`config.mk`:
```
export PLATFORM = sky130hd
export DESIGN_NAME = daq_ctrl
export DESIGN_NICKNAME = d
export VERILOG_FILES = /design/src/hdl/daq_pkg.sv /design/src/hdl/daq_ctrl.sv
export SDC_FILE = /design/constraint.sdc
export NUM_CORES = 1
export LEC_CHECK = 0
export BUFFER_PORTS_ARGS = -buffer_cell sky130_fd_sc_hd__buf_2
export CORE_MARGIN = 2
export CORE_UTILIZATION = 50
export DETAILED_ROUTE_END_ITERATION = 8
export PLACE_DENSITY = 0.93
export SYNTH_ARGS = -nofsm -noshare
export SYNTH_HDL_FRONTEND = slang
export SYNTH_SLANG_ARGS = --single-unit
```
`constraint.sdc`:
```
create_clock -name clk -period 3.2 [get_ports clk]
set_input_delay 0.48 -clock clk [delete_from_list [all_inputs] [get_ports clk]]
set_output_delay 0.48 -clock clk [all_outputs]
set_load 0.02 [all_outputs]
```
`src/hdl/daq_pkg.sv`:
```
// ----------------------------------------------------------------------------
// Ancestor query package
// Shared constants, controller state type and the command and status words
// passed between the controller and the datapath.
// ----------------------------------------------------------------------------
package daq_pkg;

  localparam int DEF_MAX_EDGES   = 131072;
  localparam int DEF_STACK_DEPTH = 32;
  localparam int DEF_ID_BITS     = 24;

  localparam int CNT_W = 18;  // width of the edge count register
  localparam int IDX_W = 17;  // width of the load index field

  localparam logic OP_LOAD  = 1'b0;
  localparam logic OP_QUERY = 1'b1;

  typedef enum logic [9:0] {
    ST_IDLE     = 10'b00_0000_0001,
    ST_CHK      = 10'b00_0000_0010,
    ST_BS_REQ   = 10'b00_0000_0100,
    ST_BS_CMP   = 10'b00_0000_1000,
    ST_RUN_REQ  = 10'b00_0001_0000,
    ST_RUN_CMP  = 10'b00_0010_0000,
    ST_FR_REQ   = 10'b00_0100_0000,
    ST_FR_CMP   = 10'b00_1000_0000,
    ST_POP      = 10'b01_0000_0000,
    ST_POP_WAIT = 10'b10_0000_0000
  } state_t;

  typedef struct packed {
    logic load_wr;    // write one edge from the input ports
    logic q_latch;    // capture query term and candidate
    logic bs_init;    // start a search for the query term
    logic bs_rd;      // read the middle entry of the search window
    logic bs_upd;     // narrow the search window
    logic run_rd;     // read the entry at the lower bound
    logic frm_init;   // make the first frame from the found run
    logic push;       // push the current frame and enter the found run
    logic fr_rd;      // read the entry at the frame position
    logic descend;    // step the frame and search for the parent
    logic pop_rd;     // read the frame below the top
    logic pop_load;   // load that frame as the top
    logic finish;     // deliver the answer
    logic res_anc;
    logic res_ovf;
  } cmd_t;

  typedef struct packed {
    logic term_bad;
    logic len_zero;
    logic less;
    logic low_ge_n;
    logic child_eq_key;
    logic key_eq_anc;
    logic idx_ge_n;
    logic child_eq_org;
    logic par_eq_anc;
    logic top_full;
    logic top_one;
  } stat_t;

endpackage

```
`src/hdl/daq_ctrl.sv`:
```
// ----------------------------------------------------------------------------
// Ancestor query controller
// Sequences loads, binary searches, frame checks, pushes and pops.
// ----------------------------------------------------------------------------
module daq_ctrl (
  input  logic           clk,
  input  logic           rst_n,
  input  logic           start,
  input  logic           in_opcode,
  input  daq_pkg::stat_t stat,
  output daq_pkg::cmd_t  cmd,
  output logic           busy
);
  import daq_pkg::*;

  state_t state_r, state_nxt;
  logic   first_r, first_nxt;

  assign busy = (state_r != ST_IDLE);

  always_ff @(posedge clk) begin
    if (!rst_n) begin
      state_r <= ST_IDLE;
      first_r <= 1'b0;
    end else begin
      state_r <= state_nxt;
      first_r <= first_nxt;
    end
  end

  always_comb begin
    state_nxt = state_r;
    first_nxt = first_r;
    cmd       = '0;
    case (state_r)
      ST_IDLE: begin
        if (start) begin
          if (in_opcode == OP_LOAD) begin
            cmd.load_wr = 1'b1;
          end else begin
            cmd.q_latch = 1'b1;
            state_nxt   = ST_CHK;
          end
        end
      end
      ST_CHK: begin
        if (stat.term_bad) begin
          cmd.finish = 1'b1;
          state_nxt  = ST_IDLE;
        end else begin
          cmd.bs_init = 1'b1;
          first_nxt   = 1'b1;
          state_nxt   = ST_BS_REQ;
        end
      end
      ST_BS_REQ: begin
        if (stat.len_zero) begin
          state_nxt = ST_RUN_REQ;
        end else begin
          cmd.bs_rd = 1'b1;
          state_nxt = ST_BS_CMP;
        end
      end
      ST_BS_CMP: begin
        cmd.bs_upd = 1'b1;
        state_nxt  = ST_BS_REQ;
      end
      ST_RUN_REQ: begin
        if (stat.low_ge_n) begin
          if (first_r) begin
            cmd.finish = 1'b1;
            state_nxt  = ST_IDLE;
          end else begin
            state_nxt = ST_FR_REQ;
          end
        end else begin
          cmd.run_rd = 1'b1;
          state_nxt  = ST_RUN_CMP;
        end
      end
      ST_RUN_CMP: begin
        if (!stat.child_eq_key) begin
          if (first_r) begin
            cmd.finish = 1'b1;
            state_nxt  = ST_IDLE;
          end else begin
            state_nxt = ST_FR_REQ;
          end
        end else if (stat.key_eq_anc) begin
          cmd.finish  = 1'b1;
          cmd.res_anc = 1'b1;
          state_nxt   = ST_IDLE;
        end else if (first_r) begin
          cmd.frm_init = 1'b1;
          first_nxt    = 1'b0;
          state_nxt    = ST_FR_REQ;
        end else if (stat.top_full) begin
          cmd.finish  = 1'b1;
          cmd.res_ovf = 1'b1;
          state_nxt   = ST_IDLE;
        end else begin
          cmd.push  = 1'b1;
          state_nxt = ST_FR_REQ;
        end
      end
      ST_FR_REQ: begin
        if (stat.idx_ge_n) begin
          state_nxt = ST_POP;
        end else begin
          cmd.fr_rd = 1'b1;
          state_nxt = ST_FR_CMP;
        end
      end
      ST_FR_CMP: begin
        if (!stat.child_eq_org) begin
          state_nxt = ST_POP;
        end else if (stat.par_eq_anc) begin
          cmd.finish  = 1'b1;
          cmd.res_anc = 1'b1;
          state_nxt   = ST_IDLE;
        end else begin
          cmd.descend = 1'b1;
          state_nxt   = ST_BS_REQ;
        end
      end
      ST_POP: begin
        if (stat.top_one) begin
          cmd.finish = 1'b1;
          state_nxt  = ST_IDLE;
        end else begin
          cmd.pop_rd = 1'b1;
          state_nxt  = ST_POP_WAIT;
        end
      end
      ST_POP_WAIT: begin
        cmd.pop_load = 1'b1;
        state_nxt    = ST_FR_REQ;
      end
      default: begin
        state_nxt = ST_IDLE;
      end
    endcase
  end

endmodule

```
# Word-level counts from Yosys, hierarchy flattened
# Index checks and enable logic that the tools add are counted.
op_classes:
  n_reduce_logical: 3
  mux: 59
  n_eq_ne: 16
ops:
  columns: ["operator", "count"]
  rows:
  - ["$pmux 10 s10", 1]
  - ["$mux 10", 7]
  - ["$mux 1", 33]
  - ["$mux 7", 3]
  - ["$mux 2", 8]
  - ["$eq 10x1->1 const B", 1]
  - ["$eq 10x10->1 const B", 1]
  - ["$eq 10x2->1 const B", 1]
  - ["$eq 10x3->1 const B", 1]
  - ["$eq 10x4->1 const B", 1]
  - ["$eq 10x5->1 const B", 1]
  - ["$eq 10x6->1 const B", 1]
  - ["$eq 10x7->1 const B", 1]
  - ["$eq 10x8->1 const B", 1]
  - ["$eq 10x9->1 const B", 1]
  - ["$ne 10x1->1 const B", 1]
  - ["$ne 2x2->1 const B", 5]
  - ["$mux 9", 1]
  - ["$mux 3", 2]
  - ["$mux 5", 1]
  - ["$pmux 1 s5", 1]
  - ["$pmux 1 s2", 2]
  - ["$reduce_and 4->1", 1]
  - ["$reduce_and 2->1", 1]
  - ["$reduce_bool 2->1", 1]
word_totals:
  reg_bits: 11
  elab_cells: 80
  output_inout_bits: 16

# Depth between registers and ports, before layout
logic_depth:
  word_depth: 5
  mapped_depth: 6
  ltp_nobuf: 5

# Worst setup path after synthesis
# OpenSTA, ideal clock, no wires.
synth_timing:
  path_type: "reg2out"
  from: "reg state_r[4]"
  to: "out cmd[14] (netlist bit)"
  arrival_ns: 1.815
  n_path_buf: 1
  path_slack_ns: 0.905
  stages_incl_launch_ff: 6
  path_cell_list: "dfxtp_1 -> buf_2 -> nor4_4 -> nand3b_2 -> or2_2 -> nor3b_1"
synth_rtl:
  columns: ["item", "line_no", "text"]
  rows:
  - ["start, declared", "daq_ctrl.sv:16", "state_t state_r, state_nxt;"]
  - ["start signal, assigned", "daq_ctrl.sv:26", "state_r <= state_nxt;"]
  - ["end, declared", "daq_ctrl.sv:11", "output daq_pkg::cmd_t cmd,"]

==> flow_results.xml <==
<?xml version="1.0" encoding="UTF-8"?>
<metrics>
  <group name="outcome">
    <metric name="run_status" unit="">complete, no violations</metric>
  </group>
  <group name="power">
    <metric name="switching_power" unit="mW">0.09583</metric>
    <metric name="power.combinational.fraction" unit="%">22.1</metric>
    <metric name="cellLeakagePower" unit="nW">0.4304</metric>
    <metric name="netSwitchingFraction" unit="%">30.67</metric>
    <metric name="power.share.clock" unit="%">30.9</metric>
    <metric name="seq_power_share" unit="%">46.9</metric>
    <metric name="design_power_total" unit="mW">0.3125</metric>
    <metric name="internal-power" unit="mW">0.2167</metric>
    <metric name="worst_ir_drop_vdd" unit="uV">239.5</metric>
    <metric name="power-per-cell-area" unit="nW/um^2">313.8</metric>
  </group>
  <group name="layout">
    <metric name="fill_cells" unit="">138</metric>
    <metric name="antenna_cells_inserted" unit="">0</metric>
    <metric name="area_delta_synth_final" unit="%">21.53</metric>
    <metric name="layout-drive-gt1-share" unit="%">30.60</metric>
    <metric name="fin_cells" unit="">150</metric>
    <metric name="finalNetCount" unit="">150</metric>
  </group>
  <group name="synthesis">
    <metric name="synthMostInstantiatedCell" unit="">nor2_1</metric>
    <metric name="synth_mux_area_share" unit="%">0</metric>
    <metric name="synth_top_family_by_area" unit="">simple AND/OR/NAND/NOR gates</metric>
    <metric name="synth_area_leaders" unit="">dfxtp_1 27%, nor2b_1 6.1%, nor2_1 6.0%, nor4_4 5.2%, nor3b_1 4.6%</metric>
    <metric name="count_of_flip_flops_with_a_built_in_enable_after_synthesis" unit="">0</metric>
    <metric name="synth.lib_cells_used.distinct" unit="">37</metric>
    <metric name="synthSimpleGateAreaFrac" unit="%">47.79</metric>
    <metric name="synth_compound_gate_area_share" unit="%">19.54</metric>
    <metric name="mapped_cells" unit="">104</metric>
    <metric name="synthXorXnorAreaFrac" unit="%">2.137</metric>
    <metric name="synth.yosys.seq_area_share" unit="%">26.87</metric>
    <metric name="syn-mean-instance-area" unit="sq um">7.880</metric>
    <metric name="yosys_warnings" unit="">0</metric>
    <metric name="ys_ff_latch" unit="">11</metric>
    <metric name="synthAdderAreaFrac" unit="%">0</metric>
    <metric name="synth_top_cell_by_area" unit="">dfxtp_1</metric>
    <metric name="yosys-top-cells-count" unit="">13 x nor2_1, 11 x dfxtp_1, 9 x nand2_1</metric>
    <metric name="top_flip_flop_cell_by_instance_count_after_synthesis" unit="">dfxtp_1</metric>
    <metric name="syn-num-nets" unit="">119</metric>
    <metric name="synth_area" unit="sq um">819.5</metric>
    <metric name="postSynth.asyncResetShare" unit="%">0</metric>
    <metric name="post-synth-top-area-fraction" unit="%">26.87</metric>
  </group>
  <group name="detailed_routing">
    <metric name="drt-total-wl" unit="mm">1.978</metric>
    <metric name="initialDrtViolationCount" unit="">27</metric>
    <metric name="wl_per_cell" unit="um">13.19</metric>
    <metric name="number_of_optimization_iterations_in_the_first_detailed_route_pass" unit="">4</metric>
    <metric name="overall_via_count_from_detail_route" unit="">877</metric>
    <metric name="post-route-drc-count" unit="">0</metric>
    <metric name="route.detailed.vias_per_inst" unit="">5.847</metric>
    <metric name="antenna_left" unit="">0</metric>
  </group>
  <group name="global_route">
    <metric name="antenna_found_initial" unit="">0</metric>
    <metric name="grt_pass1_wl" unit="mm">3.339</metric>
    <metric name="global_route.usage.total" unit="%">22.07</metric>
    <metric name="globalRoute.totalOverflow" unit="">0</metric>
    <metric name="grt_max_degree" unit="">10</metric>
    <metric name="number_of_global_route_vias_before_repair" unit="">829</metric>
  </group>
  <group name="timing">
    <metric name="drv_slew" unit="">0</metric>
    <metric name="hold_violation_count_in_the_final_report" unit="">0</metric>
    <metric name="fin_skew" unit="ns">0.004914</metric>
    <metric name="timing_worst_slew_pin_value" unit="ns">0.4642</metric>
    <metric name="worst_hold_slack" unit="ns">0.3931</metric>
    <metric name="final_setup_violation_count" unit="">0</metric>
    <metric name="tightest_slew_margin_relative_to_the_limit" unit="%">68.77</metric>
    <metric name="final_min_period_over_clock_period" unit="%">77.13</metric>
    <metric name="min_period" unit="ns">2.468</metric>
    <metric name="setup_total_negative_slack" unit="ns">0</metric>
    <metric name="rsz_0062_raised_after_global_routing" unit="">false</metric>
    <metric name="timing.fmax" unit="MHz">405.2</metric>
  </group>
  <group name="critical_path">
    <metric name="timing.critical_path.to_type" unit="">primary output</metric>
    <metric name="crit-reg2reg-capture" unit="">state_r[8]</metric>
    <metric name="critPathMaxFanout" unit="">8</metric>
    <metric name="startpoint_type_of_the_worst_setup_path" unit="">flop</metric>
    <metric name="rr_startpoint" unit="">state_r[6]</metric>
    <metric name="critical_path_required" unit="ns">2.72</metric>
    <metric name="data_arrival_time_of_the_worst_path" unit="ns">1.99</metric>
    <metric name="r2r_cells" unit="">5</metric>
    <metric name="worst-r2r-setup-slack" unit="ns">1.46</metric>
    <metric name="setup_cp_type" unit="">reg2out</metric>
  </group>
  <group name="floorplanning">
    <metric name="initial_core_util" unit="%">53.78</metric>
    <metric name="placementRows" unit="">14</metric>
    <metric name="core-area" unit="sq um">1524</metric>
    <metric name="die-area" unit="sq um">1979</metric>
    <metric name="die_x" unit="um">44.49</metric>
    <metric name="fp.dieH" unit="um">44.49</metric>
    <metric name="io_pins" unit="">31</metric>
  </group>
  <group name="clock_tree">
    <metric name="cts_buffer_depth" unit="">2</metric>
    <metric name="numCtsBuffers" unit="">3</metric>
    <metric name="cts_tree" unit="">done</metric>
    <metric name="cts_hold_buffers" unit="">0</metric>
    <metric name="cts.clk_slew.worst_paths" unit="ns">0.07</metric>
    <metric name="post-cts-setup-buffer-count" unit="">0</metric>
    <metric name="post_cts.resized_instances" unit="">0</metric>
    <metric name="number_of_clock_sinks_seen_by_cts" unit="">11</metric>
    <metric name="cts-root-buf" unit="">clkbuf_4</metric>
    <metric name="insertion_delay" unit="ns">0.27</metric>
    <metric name="htreeDepth" unit="">1</metric>
  </group>
  <group name="placement">
    <metric name="place.detailed.hpwl" unit="mm">1.589</metric>
    <metric name="placed_cells_incl_taps" unit="">146</metric>
    <metric name="io_buffer_count" unit="">29</metric>
    <metric name="routabilityCongestion" unit="">0.8503</metric>
  </group>
  <group name="min_path">
    <metric name="hold-path-endpoint" unit="">state_r[3]</metric>
    <metric name="timing.hold.worst.start" unit="">stat[9]</metric>
    <metric name="hold-path-cell-count" unit="">2</metric>
    <metric name="hold_class" unit="">in2reg</metric>
  </group>
  <group name="flow_run">
    <metric name="max_cap_viol_count" unit="">0</metric>
  </group>
</metrics>
## registers in the layout (all words and copies together) (netlist names)
register,count
first_r,1
state_r,10
## area by class of cell
| type | instances | area, sq um | share of cell area, % |
|---|---|---|---|
| multi-input combinational | 86 | 569.3 | 57.16 |
| sequential | 11 | 220.2 | 22.11 |
| timing repair buffer | 29 | 145.1 | 14.57 |
| clock buffer | 4 | 26.28 | 2.638 |
| tap | 16 | 20.02 | 2.010 |
| inverter | 4 | 15.01 | 1.508 |
## cell usage in the layout, fill, tap and decap left out, types with 2 or more instances in the layout
cell type	Yosys	routed
a21oi_1	4	4
and2_1	3	3
buf_2	2	29
clkbuf_4	0	3
dfxtp_1	11	11
inv_1	4	4
nand2_1	9	9
nand2b_1	3	3
nand3_1	2	2
nor2_1	13	13
nor2b_1	8	8
nor3_1	5	5
nor3b_1	5	5
nor4_1	2	2
nor4_4	2	2
o21ai_0	6	6
o32ai_1	3	3
xor2_1	2	2
## routing by layer
layer | global-route usage, % | wire (um) | up-vias
li1 | - | - | 437
met1 | 28.33 | 889 | 404
met2 | 38.55 | 936 | 33
met3 | 2.449 | 130 | 3
met4 | 6.061 | 22 | 0
met5 | 0 | 0 | -
## critical path: stages, from the launching register on
cell     delay [ns]
dfxtp_1        0.40
nor4_4         0.36
nand3_2        0.18
or3_4          0.43
nor3b_2        0.17
buf_2          0.18
## stage by stage
| step | area, sq um | setup slack [ns] | utilization [%] |
|---|---|---|---|
| 3_3_place_gp | 969.7 | 1.050 | 63.63 |
| 5_1_grt | 996.0 | 0.5736 | 65.35 |
| 6_report | 996.0 | 0.7320 | 65.35 |
| 3_5_place_dp | 969.7 | 1.025 | 63.63 |
| 2_1_floorplan | 819.5 | 0.9049 | - |
| 4_1_cts | 996.0 | 0.7270 | 65.35 |
## cells by family after synthesis
| kind of cell | after synthesis |
|---|---|
| buf+inv | 7 |
| xor+xnor | 2 |
| compound gates | 22 |
| simple gates | 62 |
| flops | 11 |
## power groups by stage
| stage | logic (mW) | registers, mW | clock network [mW] |
|---|---|---|---|
| 3_5_place_dp | 0.0690 | 0.150 | 0 |
| 2_1_floorplan | 0.0463 | 0.148 | 0 |
| 4_1_cts | 0.0696 | 0.147 | 0.0956 |
| 6_report | 0.0692 | 0.147 | 0.0966 |
| 3_3_place_gp | 0.0667 | 0.149 | 0 |
| 5_1_grt | 0.0776 | 0.147 | 0.103 |
## how the worst max path moves through the flow
stage	startpoint	end	slack (ns)	cells past startpoint
2_1_floorplan	state_r[4]	cmd[14]	0.90	5
3_3_place_gp	state_r[0]	cmd[0]	1.05	5
3_5_place_dp	state_r[1]	cmd[0]	1.02	5
4_1_cts	state_r[1]	cmd[0]	0.73	5
5_1_grt	state_r[1]	cmd[7]	0.57	5
6_report	state_r[1]	cmd[0]	0.73	5
(Power assumes the default switching activity.)
